==> config.mk <==
export PLATFORM = sky130hd
export DESIGN_NAME = psu_cfg
export DESIGN_NICKNAME = d
export VERILOG_FILES = /design/src/hw/rtl/psu_pkg.sv /design/src/hw/rtl/psu_cfg.sv
export SDC_FILE = /design/constraint.sdc
export NUM_CORES = 1
export LEC_CHECK = 0
export BUFFER_PORTS_ARGS = -buffer_cell sky130_fd_sc_hd__buf_2
export CAP_MARGIN = 20
export CORE_MARGIN = 2
export CORE_UTILIZATION = 30
export CTS_CLUSTER_DIAMETER = 200
export DETAILED_ROUTE_END_ITERATION = 10
export PLACE_DENSITY_LB_ADDON = 0.3
export REMOVE_ABC_BUFFERS = 1
export SYNTH_ARGS = -nofsm -noshare
export SYNTH_HDL_FRONTEND = slang
export SYNTH_SLANG_ARGS = --single-unit
==> constraint.sdc <==
create_clock -name clock -period 6.7 [get_ports clock]
set_input_delay 1.675 -clock clock [delete_from_list [all_inputs] [get_ports clock]]
set_output_delay 1.675 -clock clock [all_outputs]
set_load 0.005 [all_outputs]
==> src/hw/rtl/psu_pkg.sv <==
// ----------------------------------------------------------------------------
// psu_pkg
// Shared types, constants and the paeth predictor for the png scanline
// unfilter block.
// ----------------------------------------------------------------------------
package psu_pkg;

   // register field widths
   localparam int WID_W = 13;
   localparam int HGT_W = 13;
   localparam int ROW_W = 12;
   localparam int RAW_W = WID_W + 2;
   localparam int MAX_HEIGHT = 4096;

   // configuration port
   localparam int CSR_ADDR_W = 4;
   localparam int CSR_DATA_W = 32;
   localparam int REG_IDX_W = 2;
   localparam logic [REG_IDX_W-1:0] REG_WIDTH = 2'd0;
   localparam logic [REG_IDX_W-1:0] REG_HEIGHT = 2'd1;
   localparam logic [REG_IDX_W-1:0] REG_ALPHA = 2'd2;

   // row filter types
   localparam logic [7:0] FLT_NONE = 8'd0;
   localparam logic [7:0] FLT_SUB = 8'd1;
   localparam logic [7:0] FLT_UP = 8'd2;
   localparam logic [7:0] FLT_AVG = 8'd3;
   localparam logic [7:0] FLT_PAETH = 8'd4;

   localparam logic [7:0] OPAQUE = 8'hFF;

   // result queue
   localparam int OUT_DEPTH = 3;
   localparam int OUT_PTR_W = 2;
   localparam int OUT_CNT_W = 2;

   // image geometry seen by the sequencer
   typedef struct packed {
      logic [HGT_W-1:0] height;
      logic             bpp4;
   } psu_geom_type;

   // one operation handed from the sequencer to the reconstruction stage
   typedef struct packed {
      logic       clear;
      logic       first_row;
      logic [7:0] filter;
      logic [7:0] sample;
      logic [1:0] lane;
      logic       emit;
      logic       bpp4;
      logic       row_last;
      logic       image_last;
   } psu_op_type;

   // one finished pixel
   typedef struct packed {
      logic [31:0] argb;
      logic        row_last;
      logic        image_last;
   } psu_pix_type;

   // paeth predictor on one byte lane
   function automatic logic [7:0] paeth_pick(input logic [7:0] a, input logic [7:0] b,
                                             input logic [7:0] c);
      logic signed [9:0] p;
      logic signed [9:0] da;
      logic signed [9:0] db;
      logic signed [9:0] dc;
      logic [7:0]        pick;
      p = $signed({2'b00, a}) + $signed({2'b00, b}) - $signed({2'b00, c});
      da = p - $signed({2'b00, a});
      db = p - $signed({2'b00, b});
      dc = p - $signed({2'b00, c});
      if (da < 0) da = -da;
      if (db < 0) db = -db;
      if (dc < 0) dc = -dc;
      if (da <= db && da <= dc) begin
         pick = a;
      end else if (db <= dc) begin
         pick = b;
      end else begin
         pick = c;
      end
      return pick;
   endfunction

endpackage

==> src/hw/rtl/psu_cfg.sv <==
// ----------------------------------------------------------------------------
// psu_cfg
// Register file behind the csr port, plus the clamped row stride and height
// derived from it.
// ----------------------------------------------------------------------------
module psu_cfg import psu_pkg::*; #(
   parameter int MAX_WIDTH = 4096,
   parameter int ROW_BYTES = 16384,
   parameter int COL_W = 15
) (
   input  logic                  clock,
   input  logic                  reset,
   input  logic                  csr_psel,
   input  logic                  csr_penable,
   input  logic                  csr_pwrite,
   input  logic [CSR_ADDR_W-1:0] csr_paddr,
   input  logic [CSR_DATA_W-1:0] csr_pwdata,
   output logic [CSR_DATA_W-1:0] csr_prdata,
   output logic                  csr_pready,
   output psu_geom_type          geom,
   output logic [COL_W-1:0]      stride
);

   localparam logic [COL_W-1:0] CAP3 = COL_W'((ROW_BYTES / 3) * 3);
   localparam logic [COL_W-1:0] CAP4 = COL_W'((ROW_BYTES / 4) * 4);
   localparam logic [COL_W-1:0] RST_STRIDE = COL_W'(3);

   logic [WID_W-1:0]     width_ff, width_in;
   logic [HGT_W-1:0]     height_ff, height_in;
   logic                 alpha_ff, alpha_in;
   logic [COL_W-1:0]     stride_ff, stride_in;
   logic [HGT_W-1:0]     heff_ff, heff_in;
   logic                 wr_en;
   logic [REG_IDX_W-1:0] reg_idx;
   logic [WID_W-1:0]     w1, w2;
   logic [RAW_W-1:0]     raw;

   assign csr_pready = 1'b1;
   assign reg_idx = csr_paddr[CSR_ADDR_W-1:2];
   assign wr_en = csr_psel && csr_penable && csr_pwrite && csr_pready;

   // register writes
   always_comb begin
      width_in = width_ff;
      height_in = height_ff;
      alpha_in = alpha_ff;
      if (wr_en) begin
         case (reg_idx)
            REG_WIDTH: width_in = csr_pwdata[WID_W-1:0];
            REG_HEIGHT: height_in = csr_pwdata[HGT_W-1:0];
            REG_ALPHA: alpha_in = csr_pwdata[0];
            default: ;
         endcase
      end
   end

   // clamp width and height, stride in bytes per row
   always_comb begin
      w1 = (width_in == '0) ? WID_W'(1) : width_in;
      w2 = (32'(w1) > MAX_WIDTH) ? WID_W'(MAX_WIDTH) : w1;
      if (alpha_in) begin
         raw = {w2, 2'b00};
      end else begin
         raw = {1'b0, w2, 1'b0} + {2'b00, w2};
      end
      if (32'(raw) > ROW_BYTES) begin
         stride_in = alpha_in ? CAP4 : CAP3;
      end else begin
         stride_in = COL_W'(raw);
      end
      if (height_in == '0) begin
         heff_in = HGT_W'(1);
      end else if (32'(height_in) > MAX_HEIGHT) begin
         heff_in = HGT_W'(MAX_HEIGHT);
      end else begin
         heff_in = height_in;
      end
   end

   always_ff @(posedge clock) begin
      if (reset) begin
         width_ff <= WID_W'(1);
         height_ff <= HGT_W'(1);
         alpha_ff <= 1'b0;
         stride_ff <= RST_STRIDE;
         heff_ff <= HGT_W'(1);
      end else begin
         width_ff <= width_in;
         height_ff <= height_in;
         alpha_ff <= alpha_in;
         stride_ff <= stride_in;
         heff_ff <= heff_in;
      end
   end

   // read back
   always_comb begin
      case (reg_idx)
         REG_WIDTH: csr_prdata = CSR_DATA_W'(width_ff);
         REG_HEIGHT: csr_prdata = CSR_DATA_W'(height_ff);
         REG_ALPHA: csr_prdata = CSR_DATA_W'(alpha_ff);
         default: csr_prdata = '0;
      endcase
   end

   assign geom.height = heff_ff;
   assign geom.bpp4 = alpha_ff;
   assign stride = stride_ff;

endmodule

==> flow_summary.toml <==
[sta]
clock-skew-final_ns = 0.00663
hold_slack_ns = 0.545
period_share = 0.852
slew_violations = 0
timing.final.ws_setup_ns = 0.989
finalHoldViolations = 0
rsz0062_at_grt = "no"
final.setup.tns_ns = 0
worst_pin_slew_ns = 0.832
min_period_ns = 5.71
max_freq_mhz = 175
slew_headroom = 0.444
final-setup-viol-count = 0

[yosys]
synth-seq-area-share = 0.265
synth_top_area_frac = 0.265
synthTopCellsByArea = "dfxtp_1 27%, mux2i_1 8.0%, nor2_1 7.6%"
synth_compound_gate_area_share = 0.213
syn_area_per_cell_um2 = 7.98
synth_area_leader_cell = "dfxtp_1"
synthMuxAreaShare = 0.0877
async_reset_ff_frac = 0
synthAdderAreaFrac = 0.0320
yosys.area_share.simple = 0.267
ys.flop_type = "dfxtp_1"
synth_area_um2 = 4150
synth.distinct_cells = 85
syn_inst = 520
synth-xor-area-share = 0.0359
synth_top_family_by_area = "simple AND/OR/NAND/NOR gates"
yosysWarnings = 0
ys_ff_latch = 55
synth_edf_count = 0

[cells_and_area]
antenna_cells = 0
syn2layout_area_growth_pct = 14.0
final_nets = 624
layout-drive-gt1-share = 0.228
nFillCells = 1415

[clock_network]
ctsLongestPathBuffers = 2
cts_resized = 0
cts.sinks = 55
htreeDepth = 2
clk_pin_slew_ns = 0.08
cts_tree = "yes"
hold_buffers = 0
numCtsBuffers = 5
cts_root_buffer = "clkbuf_16"
post_cts_buffers = 0
clkLatencyLatePin_ns = 0.30

[placement]
portBuffers = 61
gp_congestion = 0.910
hpwlAfterDp_mm = 9.51
preCtsSetupSlack_ns = 0.700

[worst_setup_path]
crit_type = "in2reg"
cp-end-kind = "flop"
worst_ep_arrival_time_ns = 5.92
critPathMaxFanout = 10
required_ns = 6.91
start_kind = "input pin"

[pwr]
cellPowerDensity_nw_per_um2 = 153
clockPowerShare = 0.388
power.leakage_nw = 2.25
ir_worst_vdd_uv = 76.3
p_sw_frac = 0.290
seqPwrFrac = 0.466
power_switching_mw = 0.210
combPwrFrac = 0.145
intPower_mw = 0.513
power_mw = 0.723

[flow_run]
drv_cap = 0

[floorplan]
rows = 42
dieArea_um2 = 14800
start_util = 0.310
die_w_um = 122
die_y_um = 122
io-pin-count = 103
core_um2 = 13400

[drt]
vias_per_cell = 5.32
drt-wirelength-per-cell_um = 16.9
drt-total-wl_mm = 12.7
vias = 3999
first_iter_violations = 408
drt-pass1-iter-count = 5
drc_errors = 0
ant_nets = 0

[global_routing]
antenna_found_initial = 0
grt_pass1_wl_mm = 19.5
grt_max_degree = 40
grt_usage = 0.168
grt.overflow.total = 0
grt_pass1_vias = 3698

[run_status]
status = "finished, final reports clean"

[hold_path]
hold_class = "reg2reg"
-- power by group through the flow --
stage	Combinational (mW)	Clock (mW)	Sequential (mW)
floorplan	0.0524	0	0.344
global placement	0.103	0	0.345
detailed placement	0.104	0	0.345
CTS	0.104	0.286	0.337
global route	0.115	0.298	0.338
finish	0.105	0.281	0.337
-- registers in the layout, indices dropped and copies added (netlist names) --
name,count
heff_ff,13
stride,15
width_ff,13
height_ff,13
alpha_ff,1
-- cell families (layout without fill, tap and decap cells) --
| logic type | count (synthesis) | in the layout |
|---|---|---|
| buf+inv | 70 | 107 |
| mux | 36 | 36 |
| xor+xnor | 17 | 17 |
| compound gates | 121 | 121 |
| other cells | 2 | 20 |
| flops | 55 | 55 |
| simple gates | 208 | 208 |
| fa+ha+maj | 11 | 11 |
-- cell type report --
cell class | instances | area (um^2) | area share
inverters | 11 | 41.3 | 0.00873
clock buffers | 5 | 125 | 0.0265
flip-flops and latches | 55 | 1100 | 0.233
clock inverters | 3 | 22.5 | 0.00476
well taps | 176 | 220 | 0.0466
multi-input cells | 413 | 2710 | 0.573
repair buffers | 88 | 508 | 0.107
-- synth_stat cells (6+ instances only) --
library cell  number
dfxtp_1           55
a211oi_1           6
xnor2_1            7
a31oi_1            6
nand3_1           12
xor2_1            10
buf_2              9
nor2_1            84
nor3_1             7
o21ai_0           27
nand2_1           37
inv_1             10
ha_1               9
buf_4             23
nor4_1             7
buf_6              6
nand4_1            6
a21oi_1           25
clkbuf_1          19
mux2i_1           33
-- per-stage QoR --
stage | std cells | utilization | cell area [um^2]
2_1_floorplan | 479 | - | 3850
3_3_place_gp | 743 | 0.342 | 4580
3_5_place_dp | 743 | 0.342 | 4580
4_1_cts | 751 | 0.353 | 4730
5_1_grt | 751 | 0.353 | 4730
6_report | 751 | 0.353 | 4730
-- layer usage --
layer / track usage / up-vias / part of all wire
li1: - / 1932 / -
met2: 0.284 / 145 / 0.48
met3: 0.0267 / 15 / 0.055
met1: 0.218 / 1907 / 0.44
met4: 0.0560 / 0 / 0.021
met5: 0 / - / 0
-- worst max-delay path, stage by stage --
cell and delay, ns:
buf_2 0.18, nor4_2 0.38, nand4_2 0.28, or3_1 0.45, nand3_4 0.11, buf_4 0.20, nor2_1 0.12, ha_1 0.40
nand2_1 0.13, a311oi_1 0.30, and3_2 0.27, or3_1 0.12, o311a_2 0.17, o2111ai_2 0.11, or4b_4 0.58, o21bai_4 0.23
a21bo_1 0.23
-- final timing paths --
kind                 startpoint      endpoint  slack [ns]  cells after the start
setup / recovery  csr_pwdata[6]     stride[6]        0.99                     17
hold / removal     height_ff[0]  height_ff[0]        0.54                      2
setup reg to reg    width_ff[2]     stride[6]        2.11                     16
hold reg to reg    height_ff[0]  height_ff[0]        0.54                      2
-- cells in the final DEF (no fill, tap or decap), types with 4 or more instances in the layout --
cell type	n
nand4_1	6
xor2_1	10
nand2b_1	5
clkbuf_16	5
dfxtp_1	55
o21ai_0	27
buf_2	61
nor2b_1	4
and2_1	5
conb_1	20
inv_1	10
a21oi_1	25
ha_1	9
o31ai_1	4
a31oi_1	6
nor4_1	7
nor3_1	7
and3_1	4
nand3_1	12
buf_4	27
o21bai_1	5
nand2_1	37
a211oi_1	6
or3_1	4
nor2_1	84
mux2i_1	33
xnor2_1	7
Note: power is estimated with default switching activity, not from simulation.
