--- config.mk ---
export PLATFORM = sky130hd
export DESIGN_NAME = psu_ctrl
export DESIGN_NICKNAME = d
export VERILOG_FILES = /design/src/hw/rtl/psu_pkg.sv /design/src/hw/rtl/psu_ctrl.sv
export SDC_FILE = /design/constraint.sdc
export NUM_CORES = 1
export LEC_CHECK = 0
export BUFFER_PORTS_ARGS = -buffer_cell sky130_fd_sc_hd__buf_4
export CELL_PAD_IN_SITES_DETAIL_PLACEMENT = 1
export CELL_PAD_IN_SITES_GLOBAL_PLACEMENT = 1
export CORE_UTILIZATION = 37
export CTS_CLUSTER_DIAMETER = 80
export DETAILED_ROUTE_END_ITERATION = 10
export GPL_TIMING_DRIVEN = 1
export PLACE_DENSITY_LB_ADDON = 0.05
export SYNTH_ARGS = -nofsm -noshare
export SYNTH_HDL_FRONTEND = slang
export SYNTH_SLANG_ARGS = --single-unit
--- constraint.sdc ---
create_clock -name clock -period 2.6 [get_ports clock]
set_input_delay 0.26 -clock clock [delete_from_list [all_inputs] [get_ports clock]]
set_output_delay 0.26 -clock clock [all_outputs]
set_load 0.01 [all_outputs]
--- src/hw/rtl/psu_pkg.sv ---
// ----------------------------------------------------------------------------
// psu_pkg
// Shared types, constants and the paeth predictor for the png scanline
// unfilter block.
// ----------------------------------------------------------------------------
package psu_pkg;

   // register field widths
   localparam int WID_W = 13;
   localparam int HGT_W = 13;
   localparam int ROW_W = 12;
   localparam int RAW_W = WID_W + 2;
   localparam int MAX_HEIGHT = 4096;

   // configuration port
   localparam int CSR_ADDR_W = 4;
   localparam int CSR_DATA_W = 32;
   localparam int REG_IDX_W = 2;
   localparam logic [REG_IDX_W-1:0] REG_WIDTH = 2'd0;
   localparam logic [REG_IDX_W-1:0] REG_HEIGHT = 2'd1;
   localparam logic [REG_IDX_W-1:0] REG_ALPHA = 2'd2;

   // row filter types
   localparam logic [7:0] FLT_NONE = 8'd0;
   localparam logic [7:0] FLT_SUB = 8'd1;
   localparam logic [7:0] FLT_UP = 8'd2;
   localparam logic [7:0] FLT_AVG = 8'd3;
   localparam logic [7:0] FLT_PAETH = 8'd4;

   localparam logic [7:0] OPAQUE = 8'hFF;

   // result queue
   localparam int OUT_DEPTH = 3;
   localparam int OUT_PTR_W = 2;
   localparam int OUT_CNT_W = 2;

   // image geometry seen by the sequencer
   typedef struct packed {
      logic [HGT_W-1:0] height;
      logic             bpp4;
   } psu_geom_type;

   // one operation handed from the sequencer to the reconstruction stage
   typedef struct packed {
      logic       clear;
      logic       first_row;
      logic [7:0] filter;
      logic [7:0] sample;
      logic [1:0] lane;
      logic       emit;
      logic       bpp4;
      logic       row_last;
      logic       image_last;
   } psu_op_type;

   // one finished pixel
   typedef struct packed {
      logic [31:0] argb;
      logic        row_last;
      logic        image_last;
   } psu_pix_type;

   // paeth predictor on one byte lane
   function automatic logic [7:0] paeth_pick(input logic [7:0] a, input logic [7:0] b,
                                             input logic [7:0] c);
      logic signed [9:0] p;
      logic signed [9:0] da;
      logic signed [9:0] db;
      logic signed [9:0] dc;
      logic [7:0]        pick;
      p = $signed({2'b00, a}) + $signed({2'b00, b}) - $signed({2'b00, c});
      da = p - $signed({2'b00, a});
      db = p - $signed({2'b00, b});
      dc = p - $signed({2'b00, c});
      if (da < 0) da = -da;
      if (db < 0) db = -db;
      if (dc < 0) dc = -dc;
      if (da <= db && da <= dc) begin
         pick = a;
      end else if (db <= dc) begin
         pick = b;
      end else begin
         pick = c;
      end
      return pick;
   endfunction

endpackage

--- src/hw/rtl/psu_ctrl.sv ---
// ----------------------------------------------------------------------------
// psu_ctrl
// Column and row sequencer: tracks filter bytes, byte column, row count and
// first row, and issues one operation with its row store address per byte.
// ----------------------------------------------------------------------------
module psu_ctrl import psu_pkg::*; #(
   parameter int COL_W = 15,
   parameter int ADDR_W = 14
) (
   input  logic              clock,
   input  logic              reset,
   input  logic              accept,
   input  logic [7:0]        data_byte,
   input  logic              frame_start,
   input  psu_geom_type      geom,
   input  logic [COL_W-1:0]  stride,
   output logic              op_valid,
   output psu_op_type        op,
   output logic [ADDR_W-1:0] rd_addr
);

   logic [COL_W-1:0] col_ff, col_in;
   logic [ROW_W-1:0] row_ff, row_in;
   logic             first_ff, first_in;
   logic [7:0]       filter_ff, filter_in;
   logic [1:0]       k3_ff, k3_in;
   logic [COL_W-1:0] col_m1;
   logic [ROW_W-1:0] row_next;
   logic [HGT_W-1:0] row_plus;
   logic [1:0]       lane;
   logic             emit;
   logic             end_row;
   logic             start_row;

   assign col_m1 = col_ff - COL_W'(1);
   assign row_next = row_ff + ROW_W'(1);
   assign row_plus = {1'b0, row_ff} + HGT_W'(1);
   assign lane = geom.bpp4 ? col_m1[1:0] : k3_ff;
   assign emit = geom.bpp4 ? (lane == 2'd3) : (lane == 2'd2);
   assign end_row = (col_ff >= stride);
   assign rd_addr = col_m1[ADDR_W-1:0];
   assign op_valid = accept;

   // next state for one accepted byte
   always_comb begin
      col_in = col_ff;
      row_in = row_ff;
      first_in = first_ff;
      filter_in = filter_ff;
      k3_in = k3_ff;
      start_row = 1'b0;
      op.clear = 1'b0;
      op.first_row = first_ff;
      op.filter = filter_ff;
      op.sample = data_byte;
      op.lane = lane;
      op.emit = 1'b0;
      op.bpp4 = geom.bpp4;
      op.row_last = 1'b0;
      op.image_last = 1'b0;
      if (frame_start) begin
         row_in = '0;
         first_in = 1'b1;
         start_row = 1'b1;
      end else if (col_ff == '0) begin
         start_row = 1'b1;
      end else if (col_ff > stride) begin
         // row cut short by a width change: count it done
         if ({1'b0, row_next} >= geom.height) begin
            row_in = '0;
            first_in = 1'b1;
         end else begin
            row_in = row_next;
            first_in = 1'b0;
         end
         start_row = 1'b1;
      end else begin
         col_in = col_ff + COL_W'(1);
         k3_in = (k3_ff == 2'd2) ? 2'd0 : k3_ff + 2'd1;
         op.emit = emit;
         if (emit && end_row) begin
            col_in = '0;
            op.row_last = 1'b1;
            if (row_plus >= geom.height) begin
               op.image_last = 1'b1;
               row_in = '0;
               first_in = 1'b1;
            end else begin
               row_in = row_next;
               first_in = 1'b0;
            end
         end
      end
      if (start_row) begin
         filter_in = data_byte;
         col_in = COL_W'(1);
         k3_in = 2'd0;
         op.clear = 1'b1;
      end
   end

   always_ff @(posedge clock) begin
      if (reset) begin
         col_ff <= '0;
         row_ff <= '0;
         first_ff <= 1'b1;
         filter_ff <= FLT_NONE;
         k3_ff <= 2'd0;
      end else if (accept) begin
         col_ff <= col_in;
         row_ff <= row_in;
         first_ff <= first_in;
         filter_ff <= filter_in;
         k3_ff <= k3_in;
      end
   end

endmodule

==> flow_summary_export.csv <==
group,metric,value,unit
clocking,clockBufferDepth,2,
synthesis,synth_nets,543,
sta,rsz0062_at_grt,"yes",
synthesis,synth_ff_type,"dfxtp_1",
synthesis,synth-seq-area-share,20.6,%
synthesis,postSynthAreaPerCell,7.84,um^2
setup_path,r2r_start,"row_ff[0]",
setup_path,cp-end-kind,"primary output",
run_status,violations,"negative setup slack",
synthesis,synth_edf_count,0,
power_and_ir_drop,p_leak,2.17,nW
die,pin_count,80,
detailed_routing,wirelength,11000,um
synthesis,synth.distinct_cells,58,
detailed_routing,drt_iter0_drc,50,
detailed_routing,vias,3788,
detailed_routing,detail_route.wl_per_cell,15.6,um
setup_path,critical_path_class,"reg -> out",
clocking,cts-root-buf,"clkbuf_8",
detailed_routing,drc,0,
setup_path,worstSetupStartpoint,"row_ff[0]",
place,io_buffers,79,
clocking,ctsHoldBuffers,0,
grt,antenna_found_initial,0,
synthesis,synthArstFlopShare,0,%
setup_path,required,2340,ps
finish,post-route-util,50.2,%
detailed_routing,dr.pass1.iters,4,
setup_path,critical_path.max_fanout,5,
synthesis,postSynthCellCount,470,
run,cap_violations,0,
setup_path,cp_common_cell,"nor2_1",
sta,timing.final.crit_share,111,%
sta,finalHoldViolCount,0,
setup_path,cp.arrival,2620,ps
sta,fmax,347,MHz
setup_path,critPathBufInv,2,
die,start_util,37.9,%
clocking,clk_latency,300,ps
min_path,min_from,"data_byte[0]",
grt,grt_pass1_vias,3837,
clocking,cts_max_level,2,
synthesis,ys_warn_count,0,
finish,fin_nets,646,
die,num_rows,36,
die,coreArea,9730,um^2
die,die_w,102,um
grt,track_usage,22.2,%
power_and_ir_drop,ir_drop,186,uV
grt,overflow,0,
setup_path,path_cells,"buf_6, and4_4, nand4_1, nor2_2, xor2_1, ha_1, nand2_1, nor2_1, a211oi_2, o21ai_2, a21oi_2, nor2_1, buf_4",
finish,fillers,1243,
place,place_inst,691,
clocking,cts_sinks,38,
sta,tightestPinTransition,575,ps
finish,diodes,0,
finish,fin_area,4890,um^2
detailed_routing,viasPerCell,5.36,
grt,grt_first_pass_wirelength,18300,um
run_status,outcome,"complete, but fails checks",
setup_path,critPathMaxStageDelay,340,ps
min_path,min_path_type,"in -> reg",
setup_path,crit_path_start_kind,"flip-flop",
grt,grt_start_max_net_pins,51,
sta,finClkSkew,8.70,ps
die,die_area,10400,um^2
power_and_ir_drop,power_density,306,nW/um^2
sta,setup-violations-final,13,
clocking,clk_pin_slew_worst_paths,90,ps
sta,setup_slack,-283,ps
sta,fin_crit,2880,ps
finish,fin_cells,707,
setup_path,worst_path_max_delay_cell,"dfxtp_2",
place,hpwlAfterDp,8680,um
place,dp_slack,-336,ps
finish,layout-drive-gt1-share,32.9,%
finish,syn_to_final_growth,32.6,%
synthesis,syn_area,3690,um^2
die,die_h,102,um
place,place_area,4630,um^2
synthesis,synth_top_area_cell,"dfxtp_1",
synthesis,synth_seq_cells,38,
setup_path,crit_family,"simple AND/OR/NAND/NOR gates",
synthesis,synth_top_area_share,20.6,%
sta,max_slew_margin,61.2,%
synthesis,synthTopCellsByArea,"dfxtp_1 (21%), ha_1 (11%), nand2b_1 (5.8%)",
place,routabilityCongestion,0.808,
clocking,cts_tree,"built",
clocking,cts_buffers,5,
detailed_routing,ant_nets,0,
sta,maxSlewViolCount,0,
-- metal layers --
metal  vias to the layer above  track usage, %  part of all wire [%]
met3                        17            2.39                   2.1
met2                        62            42.3                    52
met1                      1819            25.8                    43
met4                         0            7.03                   2.4
met5                         -               0                     0
li1                       1890               -                     -
-- worst min-delay path, delay by kind of cell --
kind          cells  cell delay [ps]
buf+inv           1              110
mux               1               60
simple gates      1               60
-- layout make-up --
| cell class | instances | area, um^2 | area share, % |
|---|---|---|---|
| Sequential cell | 38 | 763 | 15.6 |
| Multi-Input combinational cell | 356 | 2640 | 53.9 |
| Inverter | 32 | 120 | 2.46 |
| Clock buffer | 5 | 68.8 | 1.41 |
| Tap cell | 133 | 166 | 3.41 |
| Clock inverter | 3 | 45.0 | 0.922 |
| Timing Repair Buffer | 140 | 1090 | 22.2 |
-- synthesized netlist by cell type (13+ instances only) --
| master | n |
|---|---|
| a21oi_1 | 17 |
| buf_2 | 14 |
| clkbuf_1 | 15 |
| dfxtp_1 | 38 |
| ha_1 | 32 |
| inv_1 | 32 |
| nand2_1 | 32 |
| nand2b_1 | 34 |
| nand3_1 | 28 |
| nand4_1 | 22 |
| nor2_1 | 27 |
| xor2_1 | 13 |
-- path summary, 6_finish.rpt --
check	to	slack, ps	cells past startpoint
max	op[0]	-280	13
min	filter_ff[0]	230	3
max reg2reg	row_ff[5]	-140	14
min reg2reg	filter_ff[5]	480	2
-- kinds of logic (layout without fill, tap and decap cells) --
logic type	count (synthesis)	count (layout)	synth area share (%)
compound gates	101	101	20.9
xor+xnor	20	20	4.75
fa+ha+maj	32	32	10.9
buf+inv	76	180	10.0
flops	38	38	20.6
mux	8	8	2.17
simple gates	195	195	30.6
-- sequential cells by signal, summed over array words and instances, names as in the netlist --
name and flops:
col_ff 15, row_ff 12, first_ff 1, filter_ff 8, k3_ff 2
-- timing repair --
action,in CTS,in global routing
endpoints found under the setup margin,16,17
setup buffers,5,3
pin swaps,10,5
resized for setup,14,9
-- through the flow --
stage                     hold slack (ps)  total power, mW  TNS (ps)
after detailed placement              468            0.976     -3690
after global placement                459            0.965     -1270
after floorplan                       415            0.813         0
after global routing                  228             1.58     -3370
final                                 226             1.49     -1610
after CTS                             224             1.51     -1510
-- cell usage in the layout, fill, tap and decap left out, types with 4 or more instances in the layout --
| cell | count |
|---|---|
| buf_4 | 135 |
| dfxtp_1 | 36 |
| nand2b_1 | 34 |
| inv_1 | 32 |
| nand2_1 | 32 |
| ha_1 | 31 |
| nand3_1 | 28 |
| nor2_1 | 25 |
| nand4_1 | 22 |
| a21oi_1 | 15 |
| xor2_1 | 12 |
| a31oi_1 | 11 |
| o311ai_0 | 11 |
| a22oi_2 | 11 |
| a21o_1 | 10 |
| nor3b_1 | 9 |
| mux2i_1 | 8 |
| xnor2_1 | 7 |
| nor3_1 | 5 |
| o21ai_0 | 5 |
| and2_1 | 5 |
| nor2b_1 | 5 |
| clkbuf_8 | 5 |
| o21a_1 | 4 |
-- where the power goes --
part	internal (mW)	switching (mW)
registers	0.597	0.00954
clock network	0.286	0.238
logic	0.181	0.183
total	1.06	0.431
Note: power is estimated with default switching activity, not from simulation.
