`config.mk`:
```
export PLATFORM = sky130hd
export DESIGN_NAME = psu_out_fifo
export DESIGN_NICKNAME = d
export VERILOG_FILES = /design/src/hw/rtl/psu_pkg.sv /design/src/hw/rtl/psu_out_fifo.sv
export SDC_FILE = /design/constraint.sdc
export NUM_CORES = 1
export LEC_CHECK = 0
export BUFFER_PORTS_ARGS = -buffer_cell sky130_fd_sc_hd__buf_2
export CORE_MARGIN = 4
export CORE_UTILIZATION = 49
export DETAILED_ROUTE_END_ITERATION = 7
export PLACE_DENSITY = 0.74
export SLEW_MARGIN = 0
export SYNTH_ARGS = -nofsm -noshare
export SYNTH_HDL_FRONTEND = slang
export SYNTH_SLANG_ARGS = --single-unit
export TNS_END_PERCENT = 100
```
`constraint.sdc`:
```
create_clock -name clock -period 3.5 [get_ports clock]
set_input_delay 0.525 -clock clock [delete_from_list [all_inputs] [get_ports clock]]
set_output_delay 0.525 -clock clock [all_outputs]
set_load 0.02 [all_outputs]
```
`src/hw/rtl/psu_pkg.sv`:
```
// ----------------------------------------------------------------------------
// psu_pkg
// Shared types, constants and the paeth predictor for the png scanline
// unfilter block.
// ----------------------------------------------------------------------------
package psu_pkg;

   // register field widths
   localparam int WID_W = 13;
   localparam int HGT_W = 13;
   localparam int ROW_W = 12;
   localparam int RAW_W = WID_W + 2;
   localparam int MAX_HEIGHT = 4096;

   // configuration port
   localparam int CSR_ADDR_W = 4;
   localparam int CSR_DATA_W = 32;
   localparam int REG_IDX_W = 2;
   localparam logic [REG_IDX_W-1:0] REG_WIDTH = 2'd0;
   localparam logic [REG_IDX_W-1:0] REG_HEIGHT = 2'd1;
   localparam logic [REG_IDX_W-1:0] REG_ALPHA = 2'd2;

   // row filter types
   localparam logic [7:0] FLT_NONE = 8'd0;
   localparam logic [7:0] FLT_SUB = 8'd1;
   localparam logic [7:0] FLT_UP = 8'd2;
   localparam logic [7:0] FLT_AVG = 8'd3;
   localparam logic [7:0] FLT_PAETH = 8'd4;

   localparam logic [7:0] OPAQUE = 8'hFF;

   // result queue
   localparam int OUT_DEPTH = 3;
   localparam int OUT_PTR_W = 2;
   localparam int OUT_CNT_W = 2;

   // image geometry seen by the sequencer
   typedef struct packed {
      logic [HGT_W-1:0] height;
      logic             bpp4;
   } psu_geom_type;

   // one operation handed from the sequencer to the reconstruction stage
   typedef struct packed {
      logic       clear;
      logic       first_row;
      logic [7:0] filter;
      logic [7:0] sample;
      logic [1:0] lane;
      logic       emit;
      logic       bpp4;
      logic       row_last;
      logic       image_last;
   } psu_op_type;

   // one finished pixel
   typedef struct packed {
      logic [31:0] argb;
      logic        row_last;
      logic        image_last;
   } psu_pix_type;

   // paeth predictor on one byte lane
   function automatic logic [7:0] paeth_pick(input logic [7:0] a, input logic [7:0] b,
                                             input logic [7:0] c);
      logic signed [9:0] p;
      logic signed [9:0] da;
      logic signed [9:0] db;
      logic signed [9:0] dc;
      logic [7:0]        pick;
      p = $signed({2'b00, a}) + $signed({2'b00, b}) - $signed({2'b00, c});
      da = p - $signed({2'b00, a});
      db = p - $signed({2'b00, b});
      dc = p - $signed({2'b00, c});
      if (da < 0) da = -da;
      if (db < 0) db = -db;
      if (dc < 0) dc = -dc;
      if (da <= db && da <= dc) begin
         pick = a;
      end else if (db <= dc) begin
         pick = b;
      end else begin
         pick = c;
      end
      return pick;
   endfunction

endpackage

```
`src/hw/rtl/psu_out_fifo.sv`:
```
// ----------------------------------------------------------------------------
// psu_out_fifo
// Small result queue that decouples the reconstruction stage from the
// result channel.
// ----------------------------------------------------------------------------
module psu_out_fifo import psu_pkg::*; (
   input  logic                 clock,
   input  logic                 reset,
   input  logic                 push,
   input  psu_pix_type          push_data,
   output logic [OUT_CNT_W-1:0] count,
   output logic                 rsp_tvalid,
   input  logic                 rsp_tready,
   output logic [31:0]          rsp_tdata,
   output logic                 rsp_tlast,
   output logic [0:0]           rsp_tuser
);

   localparam logic [OUT_PTR_W-1:0] PTR_LAST = OUT_PTR_W'(OUT_DEPTH - 1);
   localparam logic [OUT_CNT_W-1:0] CNT_FULL = OUT_CNT_W'(OUT_DEPTH);

   psu_pix_type          slot_ff [OUT_DEPTH];
   logic [OUT_PTR_W-1:0] wr_ptr_ff, wr_ptr_in;
   logic [OUT_PTR_W-1:0] rd_ptr_ff, rd_ptr_in;
   logic [OUT_CNT_W-1:0] count_ff, count_in;
   logic                 pop;
   psu_pix_type          head;

   assign head = slot_ff[rd_ptr_ff];
   assign rsp_tvalid = (count_ff != '0);
   assign rsp_tdata = head.argb;
   assign rsp_tlast = head.row_last;
   assign rsp_tuser = head.image_last;
   assign pop = rsp_tvalid && rsp_tready;
   assign count = count_ff;

   // pointer and occupancy update
   always_comb begin
      wr_ptr_in = wr_ptr_ff;
      rd_ptr_in = rd_ptr_ff;
      count_in = count_ff;
      if (push) begin
         wr_ptr_in = (wr_ptr_ff == PTR_LAST) ? '0 : wr_ptr_ff + OUT_PTR_W'(1);
      end
      if (pop) begin
         rd_ptr_in = (rd_ptr_ff == PTR_LAST) ? '0 : rd_ptr_ff + OUT_PTR_W'(1);
      end
      if (push && !pop) begin
         count_in = count_ff + OUT_CNT_W'(1);
      end else if (pop && !push) begin
         count_in = count_ff - OUT_CNT_W'(1);
      end
   end

   always_ff @(posedge clock) begin
      if (reset) begin
         wr_ptr_ff <= '0;
         rd_ptr_ff <= '0;
         count_ff <= '0;
      end else begin
         wr_ptr_ff <= wr_ptr_in;
         rd_ptr_ff <= rd_ptr_in;
         count_ff <= count_in;
      end
      if (push) begin
         slot_ff[wr_ptr_ff] <= push_data;
      end
   end

`ifndef SYNTHESIS
   // no push into a full queue unless a pixel pops in the same cycle
   a_no_overflow: assert property (@(posedge clock) disable iff (reset)
      (push && !pop) |-> (count_ff != CNT_FULL))
      else $error("result queue overflow");

   // empty queue has both pointers together
   a_empty_ptrs: assert property (@(posedge clock) disable iff (reset)
      (count_ff == '0) |-> (wr_ptr_ff == rd_ptr_ff))
      else $error("result queue pointers disagree with count");

   // a pixel pushed into an empty queue shows up at the head next cycle
   a_pass_through: assert property (@(posedge clock) disable iff (reset)
      (push && count_ff == '0) |=> (rsp_tvalid && rsp_tdata == $past(push_data.argb)))
      else $error("result queue lost a pixel");
`endif

endmodule
```
==> results by group <==
Outcome
  • Run status: finished clean

Global route
  • Initial antenna violation count: 1
  • First-pass GRT wire length: roughly 11000 µm
  • Aggregate global routing overflow: 0
  • Total GRT Usage: 0.146
  • Largest net degree at the start of global routing: 39
  • Vias in the first global route: about 2300

Critical path
  • R2R Setup Slk: around 1.7 ns
  • R2R Path Start: wr_ptr_ff[0]
  • Worst r2r dst: slot_ff[1][24]
  • CP Cell Sequence: buf_4, nand2_1, o21ai_1, buf_2
  • Required time of the critical path: just under 3 ns
  • Critical Path AT: ~1.9 ns
  • Largest stage delay, worst path: roughly 0.7 ns
  • Crit end category: primary output
  • Critical Path Start Type: flip-flop
  • Critical path peak fanout: 38
  • Critical Path Sink: rsp_tdata[29]
  • Reg2reg path depth: 2
  • Slowest cell on the critical path: sky130_fd_sc_hd__dfxtp_2
  • CP Class: reg -> out

Placement
  • Post-DP Area: between 4000 and 5000 µm²
  • IO Port Bufs: between 70 and 80
  • HPWL Detailed: between 4000 and 5000 µm
  • Gpl congestion: between 0.7 and 0.8

Yosys
  • Post-synthesis cell count: ~250
  • Number of enable flip-flop cells after synthesis: a little over 100
  • Syn Area/Cell: about 16 µm²
  • Warning count from the yosys run: 0
  • Prevailing post-synth register cell: sky130_fd_sc_hd__edfxtp_1
  • Synth Cell Area: roughly 4100 µm²
  • Net count of the mapped netlist: around 290
  • Total of flip-flops plus latches after synthesis: 110
  • Synth unique cells: 21
  • Sequential fraction of the synthesis area: 0.790
  • Post-synth ARST share: 0

Route
  • Remaining antenna violation count: 0
  • Drt initial violations: 121
  • Vias per inst: between 5 and 6
  • Iteration count of the initial detailed-routing pass: 4
  • Routed Wire Length: 6950 µm
  • Count of unresolved DRC violations after routing: 0
  • Vias: between 2000 and 2500
  • Routed WL per cell: 16.0 µm

Cells and area
  • Net count of the finished layout: 365
  • Ant. Diodes: 0
  • Area of all placed cells without fillers: roughly 4800 µm²
  • Finished Core Util: 0.586
  • Share of cells above drive strength 1: 0.300
  • Post-synthesis to final-layout area growth: 17.4%

Timing
  • RSZ-0062 raised after global routing: false
  • Part of the cycle the worst path needs: 0.686
  • Worst Hold Margin: 0.370 ns
  • Slew at the pin with the worst max-slew slack: 1.06 ns
  • Total setup violations reported at the end of the flow: 0
  • Layout Skew: 0.0139 ns
  • Min cycle time layout: approximately 2.4 ns
  • Final hold viol count: 0
  • Highest achievable clock rate: about 420 MHz
  • Headroom to the max-slew limit: 0.294
  • Max-slew violations: 0
  • Sum Neg Setup Slack: 0 ns

Clock network
  • Clock tree root driver cell: sky130_fd_sc_hd__clkbuf_8
  • Clock Pin Slew Worst Setup and Hold Paths: around 0.1 ns
  • Hold_buf cts: 0
  • CTS sink count: 110
  • Insertion delay to the later sink of the worst-skew pair: between 0.3 and 0.4 ns
  • # resized after CTS: 0
  • CTS buffer count: 9
  • Deepest clock path buffer count: 2
  • # H-tree levels: 3
  • TritonCTS clock tree: yes
  • # Post-CTS Setup Buffers: 0

Floorplan
  • Total core area: roughly 8200 µm²
  • Die height: between 90 and 100 µm
  • Initial core utilization: 0.499
  • Cell row count: 33
  • Chip Width: ~99 µm
  • Number of primary I/O pins: 75
  • Total Die Area: ~9900 µm²

Hold path
  • Worst hold path class: in -> reg

Pwr
  • Maximum vdd ir drop: approximately 440 µV
  • Power density of the placed cells: between 600 and 700 nW/µm²
  • Static Leak: about 0.0016 µW

Flow run
  • Max-capacitance violation count: 0
==> through the flow <==
stage / power, µW / cells / worst slack, ns
3_5_place_dp: 2310 / 420 / 1.43
4_1_cts: 3080 / 435 / 1.04
5_1_grt: 3190 / 435 / 0.935
3_3_place_gp: 2290 / 420 / 1.49
6_report: 3050 / 435 / 1.10
2_1_floorplan: 2080 / 248 / 1.06
==> cell type report <==
class | instances | area (µm²)
Inverter | 1 | 3.75
Multi-Input combinational cell | 126 | 812
Tap cell | 105 | 131
Clock inverter | 4 | 72.6
Clock buffer | 11 | 131
Timing Repair Buffer | 78 | 413
Sequential cell | 110 | 3230
Fill cell | 635 | 3390
==> critical path: cells and delay by family, from the launching register on <==
kind	cells	cell delay (ns)
buf+inv	2	0.62
simple gates	1	0.09
flops	1	0.68
compound gates	1	0.12
==> how the worst min path moves through the flow <==
stage	start	to	slack [ns]	cells past startpoint
global placement	rd_ptr_ff[1]	flip-flop	0.46	2
detailed placement	rd_ptr_ff[1]	flip-flop	0.48	2
floorplan	rd_ptr_ff[0]	flip-flop	0.45	2
CTS	push_data[2]	slot_ff[2][2]	0.35	1
global route	push_data[9]	slot_ff[2][9]	0.35	1
finish	push_data[2]	slot_ff[2][2]	0.37	1
==> cells in the mapped netlist (2+ instances only) <==
master	instances	share of area
sky130_fd_sc_hd__nand2_1	38	0.035
sky130_fd_sc_hd__xor2_1	2	0.0043
sky130_fd_sc_hd__o21ai_1	34	0.042
sky130_fd_sc_hd__or3_1	2	0.0031
sky130_fd_sc_hd__dfxtp_1	8	0.039
sky130_fd_sc_hd__edfxtp_1	102	0.75
sky130_fd_sc_hd__a21oi_1	3	0.0037
sky130_fd_sc_hd__clkbuf_1	4	0.0037
sky130_fd_sc_hd__buf_2	4	0.0049
sky130_fd_sc_hd__mux2i_1	34	0.083
sky130_fd_sc_hd__buf_6	3	0.0083
sky130_fd_sc_hd__nor2_1	5	0.0046
==> per-layer routing <==
| layer | vias up | global-route usage | routed length (µm) |
|---|---|---|---|
| met1 | 1072 | 0.178 | 2960 |
| met2 | 48 | 0.243 | 3460 |
| li1 | 1076 | - | - |
| met3 | 10 | 0.0463 | 395 |
| met4 | 2 | 0.0578 | 122 |
| met5 | - | 0 | 7 |
==> kinds of logic after synthesis <==
logic type,Yosys count,share of synthesized area
adder cells (fa/ha/maj),1,0.00307
XOR/XNOR,2,0.00429
buffers and inverters,12,0.0178
flip-flops,110,0.790
AND/OR/NAND/NOR,48,0.0481
multiplexers,35,0.0861
AO/OA/AOI/OAI,40,0.0509
==> report_power, final <==
group          leakage, µW  internal (µW)  switching [µW]  total, µW
combinational     0.000538            263             415        678
clock            0.0000994            399             381        780
sequential         0.00101           1520            69.9       1590
==> layout by cell type (no fill, tap or decap) <==
master | Yosys | layout
sky130_fd_sc_hd__nor2_1 | 5 | 3
sky130_fd_sc_hd__nor3b_4 | 0 | 1
sky130_fd_sc_hd__or2_1 | 1 | 1
sky130_fd_sc_hd__clkinv_2 | 0 | 1
sky130_fd_sc_hd__nand2_1 | 38 | 38
sky130_fd_sc_hd__edfxtp_1 | 102 | 102
sky130_fd_sc_hd__o21ai_0 | 1 | 1
sky130_fd_sc_hd__clkbuf_1 | 4 | 2
sky130_fd_sc_hd__bufinv_16 | 0 | 2
sky130_fd_sc_hd__ha_1 | 1 | 1
sky130_fd_sc_hd__buf_12 | 0 | 1
sky130_fd_sc_hd__or3b_1 | 1 | 1
sky130_fd_sc_hd__a21oi_2 | 1 | 1
sky130_fd_sc_hd__a21oi_1 | 3 | 3
sky130_fd_sc_hd__inv_1 | 1 | 1
sky130_fd_sc_hd__buf_4 | 0 | 3
sky130_fd_sc_hd__o21ai_2 | 1 | 1
sky130_fd_sc_hd__buf_2 | 4 | 74
sky130_fd_sc_hd__dfxtp_2 | 0 | 2
sky130_fd_sc_hd__mux2_2 | 1 | 1
sky130_fd_sc_hd__dfxtp_1 | 8 | 6
sky130_fd_sc_hd__clkbuf_8 | 0 | 9
sky130_fd_sc_hd__xor2_1 | 2 | 2
sky130_fd_sc_hd__or3_1 | 2 | 2
sky130_fd_sc_hd__o21ai_1 | 34 | 34
sky130_fd_sc_hd__mux2i_1 | 34 | 34
sky130_fd_sc_hd__clkinvlp_4 | 0 | 1
sky130_fd_sc_hd__nor2_4 | 0 | 2
==> registers in the layout, indices dropped and copies added, names as in the netlist, named ones only <==
register / cells
wr_ptr_ff: 2
slot_ff: 102
count: 2
rd_ptr_ff: 2
(Power assumes the default switching activity.)
